$ cat src/rtl/page_framebuffer_draw_engine_assert.svh
// Assertion macros used by the draw engine back end.
// Each macro samples on aclk and is disabled while aresetn is low.
`ifndef PAGE_FRAMEBUFFER_DRAW_ENGINE_ASSERT_SVH
`define PAGE_FRAMEBUFFER_DRAW_ENGINE_ASSERT_SVH

// Same-cycle implication.
`define PFDE_ASSERT_IMP(lbl, ante, cons, msg) \
    lbl: assert property (@(posedge aclk) disable iff (!aresetn) (ante) |-> (cons)) \
        else $error(msg);

// Next-cycle implication.
`define PFDE_ASSERT_NXT(lbl, ante, cons, msg) \
    lbl: assert property (@(posedge aclk) disable iff (!aresetn) (ante) |=> (cons)) \
        else $error(msg);

`endif

$ cat src/rtl/pfde_pkg.sv
// Package of the page frame store draw engine: command codes, register indexes,
// field widths, the decoded command, geometry and status records. No dependencies.
`timescale 1ns / 1ps
package pfde_pkg;

    localparam logic [2:0] CMD_PIXEL    = 3'd0;
    localparam logic [2:0] CMD_RD_PIXEL = 3'd1;
    localparam logic [2:0] CMD_FILL     = 3'd2;
    localparam logic [2:0] CMD_OUTLINE  = 3'd3;
    localparam logic [2:0] CMD_BITMAP   = 3'd4;
    localparam logic [2:0] CMD_CLEAR    = 3'd5;
    localparam logic [2:0] CMD_INVERT   = 3'd6;
    localparam logic [2:0] CMD_RD_BYTE  = 3'd7;

    localparam logic [1:0] REG_WIDTH  = 2'd0;
    localparam logic [1:0] REG_HEIGHT = 2'd1;

    localparam int ADDR_W = 12;   // store address, up to 4096 bytes
    localparam int XW     = 9;    // x inside the frame, up to 256
    localparam int YW     = 7;    // y inside the frame, up to 128
    localparam int ACT_W  = 13;   // active byte count, up to 4096

    typedef struct packed {
        logic [8:0]  w;
        logic [7:0]  h;
        logic [ACT_W-1:0] active;
    } pfde_geom_t;

    typedef struct packed {
        logic [2:0]        cmd;
        logic              color;
        logic              ok;
        logic              empty;
        logic              left_on;
        logic              right_on;
        logic              top_on;
        logic              bot_on;
        logic [7:0]        bm_mask;
        logic [2:0]        bit_sel;
        logic [ADDR_W-1:0] addr;
        logic [XW-1:0]     x0;
        logic [XW-1:0]     x1;
        logic [YW-1:0]     y0;
        logic [YW-1:0]     y1;
    } pfde_op_t;

    typedef struct packed {
        logic init_busy;
    } pfde_status_t;

endpackage

$ cat src/rtl/pfde_queue.sv
// Two-entry queue of decoded commands between front and back end.
// Depends on pfde_pkg.
`timescale 1ns / 1ps
module pfde_queue (
    input  logic               aclk,
    input  logic               aresetn,
    input  logic               push,
    input  pfde_pkg::pfde_op_t push_entry,
    output logic               not_full,
    input  logic               pop,
    output logic               not_empty,
    output pfde_pkg::pfde_op_t head
);

    pfde_pkg::pfde_op_t ent_reg [2];
    logic       wr_ptr_reg, rd_ptr_reg;
    logic [1:0] cnt_reg, cnt_next;

    assign not_full  = (cnt_reg != 2'd2);
    assign not_empty = (cnt_reg != 2'd0);
    assign head      = ent_reg[rd_ptr_reg];

    always_comb begin
        cnt_next = cnt_reg + 2'(push) - 2'(pop);
    end

    always_ff @(posedge aclk) begin
        if (!aresetn) begin
            wr_ptr_reg <= 1'b0;
            rd_ptr_reg <= 1'b0;
            cnt_reg    <= 2'd0;
        end else begin
            cnt_reg <= cnt_next;
            if (push) wr_ptr_reg <= !wr_ptr_reg;
            if (pop)  rd_ptr_reg <= !rd_ptr_reg;
        end
    end

    always_ff @(posedge aclk) begin
        if (push) ent_reg[wr_ptr_reg] <= push_entry;
    end

endmodule

$ cat config.mk
export PLATFORM = sky130hd
export DESIGN_NAME = pfde_queue
export DESIGN_NICKNAME = d
export VERILOG_FILES = /design/src/rtl/page_framebuffer_draw_engine_assert.svh /design/src/rtl/pfde_pkg.sv /design/src/rtl/pfde_queue.sv
export SDC_FILE = /design/constraint.sdc
export NUM_CORES = 1
export LEC_CHECK = 0
export ABC_AREA = 1
export CORE_MARGIN = 4
export CORE_UTILIZATION = 62
export CTS_CLUSTER_DIAMETER = 40
export CTS_CLUSTER_SIZE = 30
export DETAILED_ROUTE_END_ITERATION = 16
export DONT_BUFFER_PORTS = 1
export GPL_TIMING_DRIVEN = 0
export PLACE_DENSITY = 0.84
export SKIP_CTS_REPAIR_TIMING = 1
export SKIP_LAST_GASP = 1
export SYNTH_ARGS = -nofsm -noshare
export SYNTH_HDL_FRONTEND = slang
export SYNTH_SLANG_ARGS = --single-unit
$ cat constraint.sdc
create_clock -name aclk -period 5.6 [get_ports aclk]
set_clock_uncertainty 0.1 [all_clocks]
set_input_delay 0.84 -clock aclk [delete_from_list [all_inputs] [get_ports aclk]]
set_output_delay 0.84 -clock aclk [all_outputs]
set_load 0.02 [all_outputs]
==> impl_metrics.csv <==
group,metric,value,unit
timing,rsz0062_at_grt,"false",
power,leakage,2.13,nW
timing,fin_crit_sh,44.8,%
clock_tree,clockRootBuffer,"clkbuf_8",
synth,ys_seq_elements,135,
global_route,grt_overflow_total,0,
run,drv_cap,0,
synth,synth_seq_area_share,78.2,%
floorplanning,die_area,9780,um^2
routing,ant_nets,0,
global_route,grt_max_degree,39,
synth,yosysUniqueCellTypes,12,
critical_path,worst-path-max-fanout,10,
synth,ys_warn_count,0,
clock_tree,cts-buffers-inserted,17,
clock_tree,clock_latency,0.50,ns
timing,slew_headroom,44.4,%
timing,fin_setup_tns,0,ns
critical_path,worstSetupEndpoint,"head[23]",
timing,max_freq,398,MHz
power,powerDensity,414,nW/um^2
layout,layout_common_cells,"edfxtp_1 (130), mux2_4 (50), clkbuf_16 (16), mux2_2 (15), nand2_1 (10)",
layout,final_common_cell,"edfxtp_1",
floorplanning,core,7890,um^2
clock_tree,cts_buffer_depth,2,
timing,hold_viol_final,0,
placed_design,numPortBuffers,0,
status,status,"completed",
floorplanning,start_util,64.9,%
floorplanning,ios,136,
critical_path,critPathArrivalTime,1.57,ns
critical_path,rr_worst_depth,3,
timing,post-route-min-period,2.51,ns
placed_design,post-place-ws,3.29,ns
placed_design,place.gp.congestion,0.676,
critical_path,r2r_start,"wr_ptr_reg$_SDFFE_PN0P_",
layout,area_growth,15.1,%
critical_path,crit_type,"reg -> out",
critical_path,cp-start-kind,"flip-flop",
layout,largest_reg_flops,130,
global_route,grt_pass1_wl,12700,um
synth,synth_fp_nets,306,
routing,drc,0,
routing,via_per_inst,5.75,
critical_path,endpoint_kind,"output pin",
clock_tree,path_clk_slew,0.06,ns
layout,final_util,74.7,%
routing,drt-total-wl,8310,um
synth,netlist_area,5120,um^2
timing,slew_violations,0,
global_route,grt_pass1_vias,2339,
min_path,min_path_type,"in -> reg",
routing,first_pass_iters,4,
placed_design,hpwl,5590,um
clock_tree,clock-sinks,135,
layout,nets,328,
global_route,track_usage,18.0,%
critical_path,ff2ff_setup_slack,3.79,ns
critical_path,worst_r2r_endpoint,"ent_reg[1][44]$_DFFE_PP_",
layout,drive_above_1_share,40.0,%
timing,setup_ws,3.09,ns
routing,wl_per_cell,22.3,um
floorplanning,rows,32,
clock_tree,tritoncts,"yes",
power,ir_drop,308,uV
floorplanning,die_w,98.9,um
floorplanning,die_height,98.9,um
routing,drt_iter0_drc,101,
timing,setup_viol_count_final,0,
synth,syn_inst,235,
clock_tree,cts_max_level,4,
synth,avgSynthCellArea,21.8,um^2
layout,n_antenna_cell,0,
global_route,antenna_found_initial,0,
timing,tightest_slew,0.833,ns
routing,num_vias,2140,
critical_path,worst_ep_required_time,4.66,ns
[kinds of logic after synthesis]
logic type / count (synthesis) / synth area share, %
adders and majority gates: 2 / 0.489
DFF: 135 / 78.2
buffers and inverters: 14 / 1.93
AOI/OAI and AO/OA: 1 / 0.0976
and+or+nand+nor: 18 / 1.34
muxes: 65 / 18.0
[synthesized netlist by cell type]
library cell	instances	area share [%]
a21oi_1	1	0.098
buf_2	1	0.098
buf_6	6	1.3
dfxtp_1	5	2.0
edfxtp_1	130	76
ha_1	2	0.49
inv_1	7	0.51
mux2_2	15	3.3
mux2_4	50	15
nand2_1	10	0.73
nand3_1	1	0.098
nor2_1	7	0.51
[metrics by stage]
step / total power (W) / cell area, um^2 / instances / hold slack, ns
floorplan: 0.00138 / 5120 / 235 / 0.363
global placement: 0.00141 / 5250 / 337 / 0.375
detailed placement: 0.00142 / 5320 / 340 / 0.423
CTS: 0.00246 / 5890 / 372 / 0.292
global route: 0.00253 / 5890 / 372 / 0.287
finish: 0.00244 / 5890 / 372 / 0.328
[routing by layer]
layer / global-route usage [%] / part of all wire (%) / up-vias
met2: 30.3 / 53 / 116
met1: 18.8 / 34 / 1053
met5: 0 / 0 / -
met4: 7.25 / 2.1 / 0
li1: - / - / 954
met3: 9.77 / 11 / 17
[report_power, final]
group	internal, W	leakage, nW	switching [W]
Combinational	0.0000828	0.601	0.000131
Clock	0.000636	0.272	0.000403
Sequential	0.00117	1.26	0.0000146
[critical path, cell delays in order (launching register included)]
cell and delay [ns]:
dfxtp_1 0.33, buf_6 0.17, buf_6 0.20, mux2_4 0.36
[worst min-delay path by stage]
stage | from | end | cells past startpoint
after global routing | push_entry[51] | ent_reg[1][51]$_DFFE_PP_ | 0
after floorplan | rd_ptr_reg$_SDFFE_PN0P_ | flip-flop | 2
after global placement | rd_ptr_reg$_SDFFE_PN0P_ | rd_ptr_reg$_SDFFE_PN0P_ | 2
after detailed placement | rd_ptr_reg$_SDFFE_PN0P_ | flip-flop | 2
after CTS | push_entry[13] | ent_reg[0][13]$_DFFE_PP_ | 0
final | push_entry[50] | ent_reg[0][50]$_DFFE_PP_ | 0
[area by class of cell]
cell class / instances / area [um^2]
buffer: 7 / 72.6
inverter: 7 / 26.3
multi-input combinational: 86 / 1030
clock buffer: 18 / 418
tap: 102 / 128
timing repair buffer: 3 / 67.6
clock inverter: 14 / 150
sequential: 135 / 4000
fill: 436 / 2000
Note: power is estimated with default switching activity, not from simulation.
