===== src/rtl/page_framebuffer_draw_engine_assert.svh =====
// Assertion macros used by the draw engine back end.
// Each macro samples on aclk and is disabled while aresetn is low.
`ifndef PAGE_FRAMEBUFFER_DRAW_ENGINE_ASSERT_SVH
`define PAGE_FRAMEBUFFER_DRAW_ENGINE_ASSERT_SVH

// Same-cycle implication.
`define PFDE_ASSERT_IMP(lbl, ante, cons, msg) \
    lbl: assert property (@(posedge aclk) disable iff (!aresetn) (ante) |-> (cons)) \
        else $error(msg);

// Next-cycle implication.
`define PFDE_ASSERT_NXT(lbl, ante, cons, msg) \
    lbl: assert property (@(posedge aclk) disable iff (!aresetn) (ante) |=> (cons)) \
        else $error(msg);

`endif


===== src/rtl/pfde_pkg.sv =====
// Package of the page frame store draw engine: command codes, register indexes,
// field widths, the decoded command, geometry and status records. No dependencies.
`timescale 1ns / 1ps
package pfde_pkg;

    localparam logic [2:0] CMD_PIXEL    = 3'd0;
    localparam logic [2:0] CMD_RD_PIXEL = 3'd1;
    localparam logic [2:0] CMD_FILL     = 3'd2;
    localparam logic [2:0] CMD_OUTLINE  = 3'd3;
    localparam logic [2:0] CMD_BITMAP   = 3'd4;
    localparam logic [2:0] CMD_CLEAR    = 3'd5;
    localparam logic [2:0] CMD_INVERT   = 3'd6;
    localparam logic [2:0] CMD_RD_BYTE  = 3'd7;

    localparam logic [1:0] REG_WIDTH  = 2'd0;
    localparam logic [1:0] REG_HEIGHT = 2'd1;

    localparam int ADDR_W = 12;   // store address, up to 4096 bytes
    localparam int XW     = 9;    // x inside the frame, up to 256
    localparam int YW     = 7;    // y inside the frame, up to 128
    localparam int ACT_W  = 13;   // active byte count, up to 4096

    typedef struct packed {
        logic [8:0]  w;
        logic [7:0]  h;
        logic [ACT_W-1:0] active;
    } pfde_geom_t;

    typedef struct packed {
        logic [2:0]        cmd;
        logic              color;
        logic              ok;
        logic              empty;
        logic              left_on;
        logic              right_on;
        logic              top_on;
        logic              bot_on;
        logic [7:0]        bm_mask;
        logic [2:0]        bit_sel;
        logic [ADDR_W-1:0] addr;
        logic [XW-1:0]     x0;
        logic [XW-1:0]     x1;
        logic [YW-1:0]     y0;
        logic [YW-1:0]     y1;
    } pfde_op_t;

    typedef struct packed {
        logic init_busy;
    } pfde_status_t;

endpackage


===== src/rtl/pfde_front.sv =====
// Front end: accepts commands, checks ranges, clips rectangles and works out
// store addresses. Depends on pfde_pkg.
`timescale 1ns / 1ps
module pfde_front (
    input  logic                 s_tvalid,
    output logic                 s_tready,
    input  logic [71:0]          s_tdata,
    input  logic [2:0]           s_tuser,
    input  pfde_pkg::pfde_geom_t geom,
    input  pfde_pkg::pfde_status_t status,
    input  logic                 q_ready,
    output logic                 q_push,
    output pfde_pkg::pfde_op_t   q_entry
);

    logic signed [17:0] xs, ys, xe, ye, ws, hs, x0, x1, y0, y1, xi;
    logic [7:0]  x_len, y_len, bits;
    logic [3:0]  cnt, n;
    logic [9:0]  bidx;
    logic        in_xy, y_ok, is_rect;
    logic [3:0]  pg_src;
    logic [12:0] prod;

    assign s_tready = q_ready && !status.init_busy;
    assign q_push   = s_tvalid && s_tready;

    always_comb begin
        xs    = 18'($signed(s_tdata[15:0]));
        ys    = 18'($signed(s_tdata[31:16]));
        x_len = s_tdata[39:32];
        y_len = s_tdata[47:40];
        bits  = s_tdata[56:49];
        cnt   = s_tdata[60:57];
        bidx  = s_tdata[70:61];
        ws    = $signed({9'b0, geom.w});
        hs    = $signed({10'b0, geom.h});
        xe    = xs + $signed({10'b0, x_len});
        ye    = ys + $signed({10'b0, y_len});
        y_ok  = (ys >= 18'sd0) && (ys < hs);
        in_xy = (xs >= 18'sd0) && (xs < ws) && y_ok;
        x0    = (xs < 18'sd0) ? 18'sd0 : xs;
        y0    = (ys < 18'sd0) ? 18'sd0 : ys;
        x1    = (xe > ws - 18'sd1) ? ws - 18'sd1 : xe;
        y1    = (ye > hs - 18'sd1) ? hs - 18'sd1 : ye;
        n     = (cnt > 4'd8) ? 4'd8 : cnt;
        is_rect = (s_tuser == pfde_pkg::CMD_FILL) || (s_tuser == pfde_pkg::CMD_OUTLINE);
        // One page-times-width product serves pixels, bitmaps and rectangles.
        pg_src = is_rect ? y0[6:3] : ys[6:3];
        prod   = 13'(pg_src) * 13'(geom.w);

        q_entry          = '0;
        q_entry.cmd      = s_tuser;
        q_entry.color    = s_tdata[48];
        q_entry.empty    = (x0 > x1) || (y0 > y1);
        q_entry.left_on  = (xs >= 18'sd0);
        q_entry.right_on = (xe <= ws - 18'sd1);
        q_entry.top_on   = (ys >= 18'sd0);
        q_entry.bot_on   = (ye <= hs - 18'sd1);
        q_entry.bit_sel  = ys[2:0];
        q_entry.x0       = x0[pfde_pkg::XW-1:0];
        q_entry.x1       = x1[pfde_pkg::XW-1:0];
        q_entry.y0       = y0[pfde_pkg::YW-1:0];
        q_entry.y1       = y1[pfde_pkg::YW-1:0];
        for (int i = 0; i < 8; i++) begin
            xi = xs + 18'(i);
            q_entry.bm_mask[i] = bits[7-i] && (4'(i) < n) && (xi >= 18'sd0) && (xi < ws)
                                 && y_ok;
        end
        case (s_tuser)
            pfde_pkg::CMD_CLEAR, pfde_pkg::CMD_INVERT: begin
                q_entry.ok   = 1'b1;
                q_entry.addr = '0;
            end
            pfde_pkg::CMD_RD_BYTE: begin
                q_entry.ok   = {3'b0, bidx} < geom.active;
                q_entry.addr = {2'b0, bidx};
            end
            pfde_pkg::CMD_FILL, pfde_pkg::CMD_OUTLINE: begin
                q_entry.ok   = in_xy;
                q_entry.addr = prod[pfde_pkg::ADDR_W-1:0];
            end
            default: begin
                q_entry.ok   = in_xy;
                q_entry.addr = prod[pfde_pkg::ADDR_W-1:0] + s_tdata[11:0];
            end
        endcase
    end

endmodule


===== config.mk =====
export PLATFORM = sky130hd
export DESIGN_NAME = pfde_front
export DESIGN_NICKNAME = d
export VERILOG_FILES = /design/src/rtl/page_framebuffer_draw_engine_assert.svh /design/src/rtl/pfde_pkg.sv /design/src/rtl/pfde_front.sv
export SDC_FILE = /design/constraint.sdc
export NUM_CORES = 1
export LEC_CHECK = 0
export BUFFER_PORTS_ARGS = -buffer_cell sky130_fd_sc_hd__clkbuf_2
export CORE_ASPECT_RATIO = 1.1
export CORE_UTILIZATION = 59
export DETAILED_ROUTE_END_ITERATION = 8
export PLACE_DENSITY = 0.85
export SLEW_MARGIN = 5
export SYNTH_ARGS = -nofsm -noshare
export SYNTH_HDL_FRONTEND = slang
export SYNTH_SLANG_ARGS = --single-unit

===== constraint.sdc =====
create_clock -name vclk -period 6.43
set_input_delay 0 -clock vclk [all_inputs]
set_output_delay 0 -clock vclk [all_outputs]
set_load 0.02 [all_outputs]

==> metrics, run 1 <==
Syn Std Cell Area=8520 sq um; Synth top area share=0.285; CTS Hold Bufs=0; final wirelength=25.7 mm; multi-input logic area=7940 sq um; CP delay by family, top=compound AO/OA/AOI/OAI gates; Post-CTS Setup Inserts=0; worst vdd ir=between 0.15 and 0.2 mV; die height=128 um; Critical Path AT=5.80 ns; initial antenna violation count=0; critical path class=in2out; total power draw=1.13 mW; Util after Layout=0.677; Worst EP required=around 6.4 ns; Int Power=0.459 mW; share of cells above drive strength 1=0.154; hold endpoint=q_entry[61]; dpl ws=0.688 ns; min Tclk post-route=5.80 ns; Min-Delay Path Depth=0; number of global-route vias before repair=8739; DIE AREA=14900 sq um; routing usage on met3=0.0449; Clk pwr share=0; Final Net Count=1639; area grow syn2layout=10.9%; GRT Overall Usage=0.342; drt drc=0; post-synthesis cell type count=69; dpl cells=1506; switch share=0.596; Core Area=14000 sq um; Setup crit end kind=output port; slowest CP cell=fa_1; vias per cell=6.14; met1 Usage GRT=0.443; combinational share of power=1.000; top cells by area, synth=ha_1, xnor2_1, nand2_1; cell count after synthesis=1187; final-layout clock buffer total=0; Worst setup SP type=input pin; Synth area leader=ha_1; die width=117 um; largest net degree at the start of global routing=30; post-synthesis sequential area ratio=0; Routed Antenna Nets=0; NetSw=0.676 mW; PostCTS Resize Cnt=0; design area=9450 sq um; final hold slack=0.00000888 ns; RSZ-0062 raised after global routing=no; MaxCap Viol Count=0; # diodes=0; most used cell, CP=ha_1; drt pass-1 iters=5; Flop pwr share=0; Most Crowded Layer GR=met2; first-pass GRT wire length=slightly above 40 mm; Overflow after GRT=0; Worst Tran Pin Value=0.785 ns; Final WS setup=about 0.63 ns; status=finished, final reports clean; PortBufs=172; fill cell count=1252; Max Clk Rate=0.172 GHz; row cnt=45; Detail Placement HPWL=21.3 mm; Slew Limit Fails=0; CP bufs+invs=4; Final Cycle Share=0.903; dpl cell area=between 9000 and 10000 sq um; I/O pin count=175; final setup fails=0; Synth Area per Inst=7.18 sq um; Crit Path Max Fanout=13; DR WL/cell=between 15 and 20 um; P_leak=around 4.8 nW; most frequent cells in the layout=ha_1, clkbuf_2, nand2_1; hold crit path type=in2out; Net Count, Synth=1506; setup TNS=0 ns; Power Density=~120 nW/um^2; Hold Fails Final Rpt=0; FF+latch count=0; Seq. cell area=0 sq um; GR Layer Usage met2=0.572; Rel. slew slack=0.473; GPL Wtd Cong=1.02; Yosys warnings=0; Starting Density=0.610; leading cell type in the layout, fill and taps excluded=ha_1; max incr delay on CP=0.42 ns; initial DRC count=696; Vias=9245; startpoint of the worst hold path=s_tdata[48]; Final Non-Filler Cells=1506
[synthesized netlist by cell type (27+ instances only)]
cell        n
nor2_1     73
nor3_1     40
and3_1     32
nand3_1    35
nand2_1   104
inv_1      82
xor2_1     43
a21oi_1    71
ha_1      194
xnor2_1    69
nor2b_1    38
a21o_1     27
nand4_1    29
o21ai_0    77
clkbuf_1   32
[kinds of logic (layout without fill, tap and decap cells)]
family,Yosys count,in the layout,share of synthesized area
fa+ha+maj,211,211,0.325
xor+xnor,112,112,0.115
mux,19,19,0.0231
buf+inv,137,268,0.0677
simple gates,424,424,0.256
compound gates,284,284,0.213
[layer usage]
metal,vias to the layer above,wire length [um],share of wire
met5,-,0,0
met2,440,11600,0.45
met3,74,2170,0.084
li1,4558,-,-
met4,0,954,0.037
met1,4173,11000,0.43
[worst max-delay path by stage]
stage	endpoint	slack [ns]	depth (start not counted)	from
finish	q_entry[59]	0.63	26	s_tdata[16]
global route	q_entry[59]	0.19	26	s_tdata[0]
CTS	q_entry[59]	0.67	26	s_tdata[16]
detailed placement	q_entry[59]	0.69	26	s_tdata[16]
global placement	q_entry[59]	0.77	26	s_tdata[16]
floorplan	q_entry[59]	1.57	24	s_tdata[16]
[area by class of cell]
| type | instances | share of cell area |
|---|---|---|
| inverters | 83 | 0.0330 |
| well taps | 188 | 0.0249 |
| repair buffers | 185 | 0.101 |
| multi-input cells | 1050 | 0.841 |
[power by group through the flow]
| stage | clock network (mW) | registers [mW] | logic [mW] |
|---|---|---|---|
| 2_1_floorplan | 0 | 0 | 0.818 |
| 3_3_place_gp | 0 | 0 | 1.09 |
| 3_5_place_dp | 0 | 0 | 1.11 |
| 4_1_cts | 0 | 0 | 1.12 |
| 5_1_grt | 0 | 0 | 1.26 |
| 6_report | 0 | 0 | 1.13 |
(Power assumes the default switching activity.)
==> inputs of run 2 (changes only) <==
--- a/config.mk
+++ b/config.mk
@@ -10,6 +10,7 @@
 export CORE_UTILIZATION = 59
 export DETAILED_ROUTE_END_ITERATION = 8
 export PLACE_DENSITY = 0.85
+export RECOVER_POWER = 100
 export SLEW_MARGIN = 5
 export SYNTH_ARGS = -nofsm -noshare
 export SYNTH_HDL_FRONTEND = slang
==> metrics, run 2 (synthesis gave the netlist of run 1 again) <==
die height=around 130 um; Util after Layout=0.670; row cnt=between 40 and 50; Worst EP required=6.43 ns; P_leak=~4.6 nW; switch share=0.603; drt pass-1 iters=6; Crit Path Max Fanout=13; area grow syn2layout=9.80%; Hold Fails Final Rpt=0; die width=117 um; most used cell, CP=ha_1; fill cell count=1287; number of global-route vias before repair=between 8000 and 9000; final wirelength=25.7 mm; Post-CTS Setup Inserts=0; share of cells above drive strength 1=0.109; dpl cell area=9450 sq um; Power Density=120 nW/um^2; Critical path origin=s_tdata[16]; Detail Placement HPWL=21.3 mm; Int Power=around 0.44 mW; most frequent cells in the layout=ha_1, clkbuf_2, nand2_1; vias per cell=about 6.2; Clk pwr share=0; dpl cells=between 1500 and 2000; final-layout clock buffer total=0; first-pass GRT wire length=around 41 mm; Core Area=14000 sq um; design area=9350 sq um; Slew Limit Fails=0; CP bufs+invs=4; FF+latch count=0; initial DRC count=between 600 and 700; Final WS setup=0.557 ns; critical path class=in2out; largest net degree at the start of global routing=30; # diodes=0; final hold slack=0.00000889 ns; setup TNS=0 ns; worst vdd ir=about 0.17 mV; RSZ-0062 raised after global routing=no; Final Non-Filler Cells=1506; Seq. cell area=0 sq um; initial antenna violation count=0; dpl ws=0.688 ns; final setup fails=0; min Tclk post-route=5.87 ns; Worst setup SP type=input pin; Starting Density=0.610; DR WL/cell=approximately 17 um; drt drc=0; Setup crit end kind=output port; slowest CP cell=fa_1; PostCTS Resize Cnt=0; max incr delay on CP=around 0.42 ns; total power draw=1.12 mW; hold crit path type=in2out; Final Net Count=1639; Routed Antenna Nets=0; Vias=between 9000 and 10000; leading cell type in the layout, fill and taps excluded=ha_1; NetSw=0.674 mW; GPL Wtd Cong=just over 1; I/O pin count=175; DIE AREA=14900 sq um; CP delay by family, top=compound AO/OA/AOI/OAI gates; Worst Tran Pin Value=roughly 1.3 ns; Rel. slew slack=0.123; Max Clk Rate=0.170 GHz; PortBufs=172; CTS Hold Bufs=0; startpoint of the worst hold path=s_tdata[48]; status=finished, final reports clean; MaxCap Viol Count=0; Flop pwr share=0; Final Cycle Share=0.913; GRT Overall Usage=0.342; Critical Path AT=between 5 and 6 ns; Overflow after GRT=0; combinational share of power=1.000
-- run 2: cell types whose count changed in the layout (fill, tap and decap cells not counted) --
cell and delta:
or2_0 +1, clkbuf_2 -51, clkbuf_1 +59, a21boi_1 -1, buf_4 -8, and2_0 +1
and2_1 -1, a21boi_0 +1, or2_1 -1
-- run 2: routing by layer --
layer  up-vias  part of all wire  GRT usage
li1       4555                 -          -
met1      4248              0.42      0.443
met2       439              0.45      0.572
met3        67             0.091     0.0449
met4         0             0.034      0.126
met5         -                 0          0
-- run 2: worst paths after layout --
check           to  slack [ns]  cells after the start
max    q_entry[59]        0.56                     26
min    q_entry[61]    0.000009                      0
-- run 2: layout make-up --
cell class,count,area (sq um),share of cell area
Tap cell,188,235,0.0252
Inverter,83,312,0.0333
Timing Repair Buffer,185,865,0.0924
Multi-Input combinational cell,1050,7940,0.849
-- run 2: power by group through the flow --
stage          Combinational [mW]  Sequential [mW]  Clock, mW
6_report                     1.12                0          0
5_1_grt                      1.24                0          0
4_1_cts                      1.12                0          0
3_5_place_dp                 1.11                0          0
3_3_place_gp                 1.09                0          0
2_1_floorplan               0.818                0          0
==> inputs of run 3 (changes only) <==
--- a/config.mk
+++ b/config.mk
@@ -5,11 +5,11 @@
 export SDC_FILE = /design/constraint.sdc
 export NUM_CORES = 1
 export LEC_CHECK = 0
-export BUFFER_PORTS_ARGS = -buffer_cell sky130_fd_sc_hd__clkbuf_2
 export CORE_ASPECT_RATIO = 1.1
-export CORE_UTILIZATION = 59
+export CORE_UTILIZATION = 65
 export DETAILED_ROUTE_END_ITERATION = 8
-export PLACE_DENSITY = 0.85
+export DONT_BUFFER_PORTS = 1
+export PLACE_DENSITY = 0.81
 export RECOVER_POWER = 100
 export SLEW_MARGIN = 5
 export SYNTH_ARGS = -nofsm -noshare
==> metrics, run 3 (synthesis gave the netlist of run 1 again) <==
Final Cycle Share=0.924; dpl ws=roughly 0.68 ns; CTS Hold Bufs=0; status=finished with violations; critical path class=in2out; Final Non-Filler Cells=approximately 1300; violated checks=design-rule violations; min Tclk post-route=5.94 ns; fill cell count=1149; setup TNS=0 ns; most frequent cells in the layout=ha_1, nand2_1, inv_1; initial DRC count=774; Worst Tran Pin Value=~1 ns; final-layout clock buffer total=0; area grow syn2layout=-0.749%; total power draw=0.983 mW; Critical path origin=s_tdata[16]; initial antenna violation count=0; Rel. slew slack=0.335; drt pass-1 iters=9; first-pass GRT wire length=39.0 mm; Hold Fails Final Rpt=0; MaxCap Viol Count=0; Max Clk Rate=~0.17 GHz; Starting Density=0.671; RSZ-0062 raised after global routing=no; I/O pin count=175; PostCTS Resize Cnt=0; Final Net Count=about 1500; Worst EP required=6.43 ns; multi-input logic area=~7900 sq um; Util after Layout=0.666; Most Crowded Layer GR=met2; met1 Usage GRT=0.478; Slew Limit Fails=0; DIE AREA=approximately 14000 sq um; Crit Path Max Fanout=13; crit-path cells=ha_1 > fa_1 > a21oi_1 > nor2b_1 > a311o_1 > o31ai_2 > nor3b_1 > xor2_1 > ha_1 > nand4_1 > a211o_1 > nand4_1 > and4_1 > inv_1 > clkbuf_1 > o21ai_0 > ha_1 > nor2b_1 > o21bai_1 > a31oi_1 > o21bai_1 > a21o_1 > o221ai_1 > a211o_1; leading cell type in the layout, fill and taps excluded=ha_1; GRT Overall Usage=0.350; DR WL/cell=19.1 um; # diodes=0; worst vdd ir=0.141 mV; FF+latch count=0; hold crit path type=in2out; Detail Placement HPWL=20.2 mm; max incr delay on CP=about 0.66 ns; Seq. cell area=0 sq um; die height=122 um; most used cell, CP=ha_1; share of cells above drive strength 1=0.0132; CP delay by family, top=compound AO/OA/AOI/OAI gates; Overflow after GRT=0; final wirelength=~25 mm; GR Layer Usage met2=0.568; P_leak=4.00 nW; die width=111 um; Worst setup SP type=input pin; vias per cell=around 6.6; Core Area=12700 sq um; drt drc=16; row cnt=43; Routed Antenna Nets=0; Setup crit end kind=output port; Post-CTS Setup Inserts=0; dpl cells=between 1000 and 1500; CP bufs+invs=2; Critical Path AT=~5.9 ns; Final WS setup=just under 0.5 ns; final setup fails=0; Power Density=116 nW/um^2; largest net degree at the start of global routing=36; Vias=8564; routing usage on met3=0.0697; startpoint of the worst hold path=s_tdata[48]; number of global-route vias before repair=7915; PortBufs=0; slowest CP cell=o21ai_0; GPL Wtd Cong=just under 1
## run 3: changes by cell type in the layout (fill, tap and decap cells not counted)
cell,previous run,this run
a311oi_2,1,0
buf_4,5,0
a311oi_1,5,6
mux2_1,0,2
and2_1,8,7
a21boi_1,0,1
and2_0,2,3
or2_0,1,0
a21boi_0,4,3
clkbuf_1,59,3
mux2_2,5,3
clkbuf_2,121,0
or2_1,1,2
## run 3: stage by stage
step / hold slack (ns) / instance area [sq um]
after global placement: 0.000137 / 8470
after CTS: 0.000137 / 8470
after global routing: 0.000140 / 8450
after detailed placement: 0.000137 / 8470
final: 0.0000353 / 8450
after floorplan: 0.0826 / 8520
## run 3: layer usage
| layer | up-vias | wire length [um] | part of all wire |
|---|---|---|---|
| li1 | 4189 | - | - |
| met1 | 3928 | 10800 | 0.44 |
| met2 | 401 | 10800 | 0.44 |
| met3 | 46 | 2610 | 0.11 |
| met4 | 0 | 575 | 0.023 |
| met5 | - | 0 | 0 |
## run 3: worst paths after layout
path | end | depth (start not counted) | slack [ns]
worst min-delay path | q_entry[61] | 0 | 0.00004
worst max-delay path | q_entry[59] | 24 | 0.49
## run 3: area by class of cell
type,count,share of cell area
multi-input cells,1050,0.939
well taps,157,0.0232
inverters,83,0.0369
repair buffers,3,0.00133
## run 3: report_power, final
| group | internal, mW | total [mW] | switching, mW |
|---|---|---|---|
| combinational | 0.397 | 0.983 | 0.586 |
| clock | 0 | 0 | 0 |
| sequential | 0 | 0 | 0 |
| total | 0.397 | 0.983 | 0.586 |
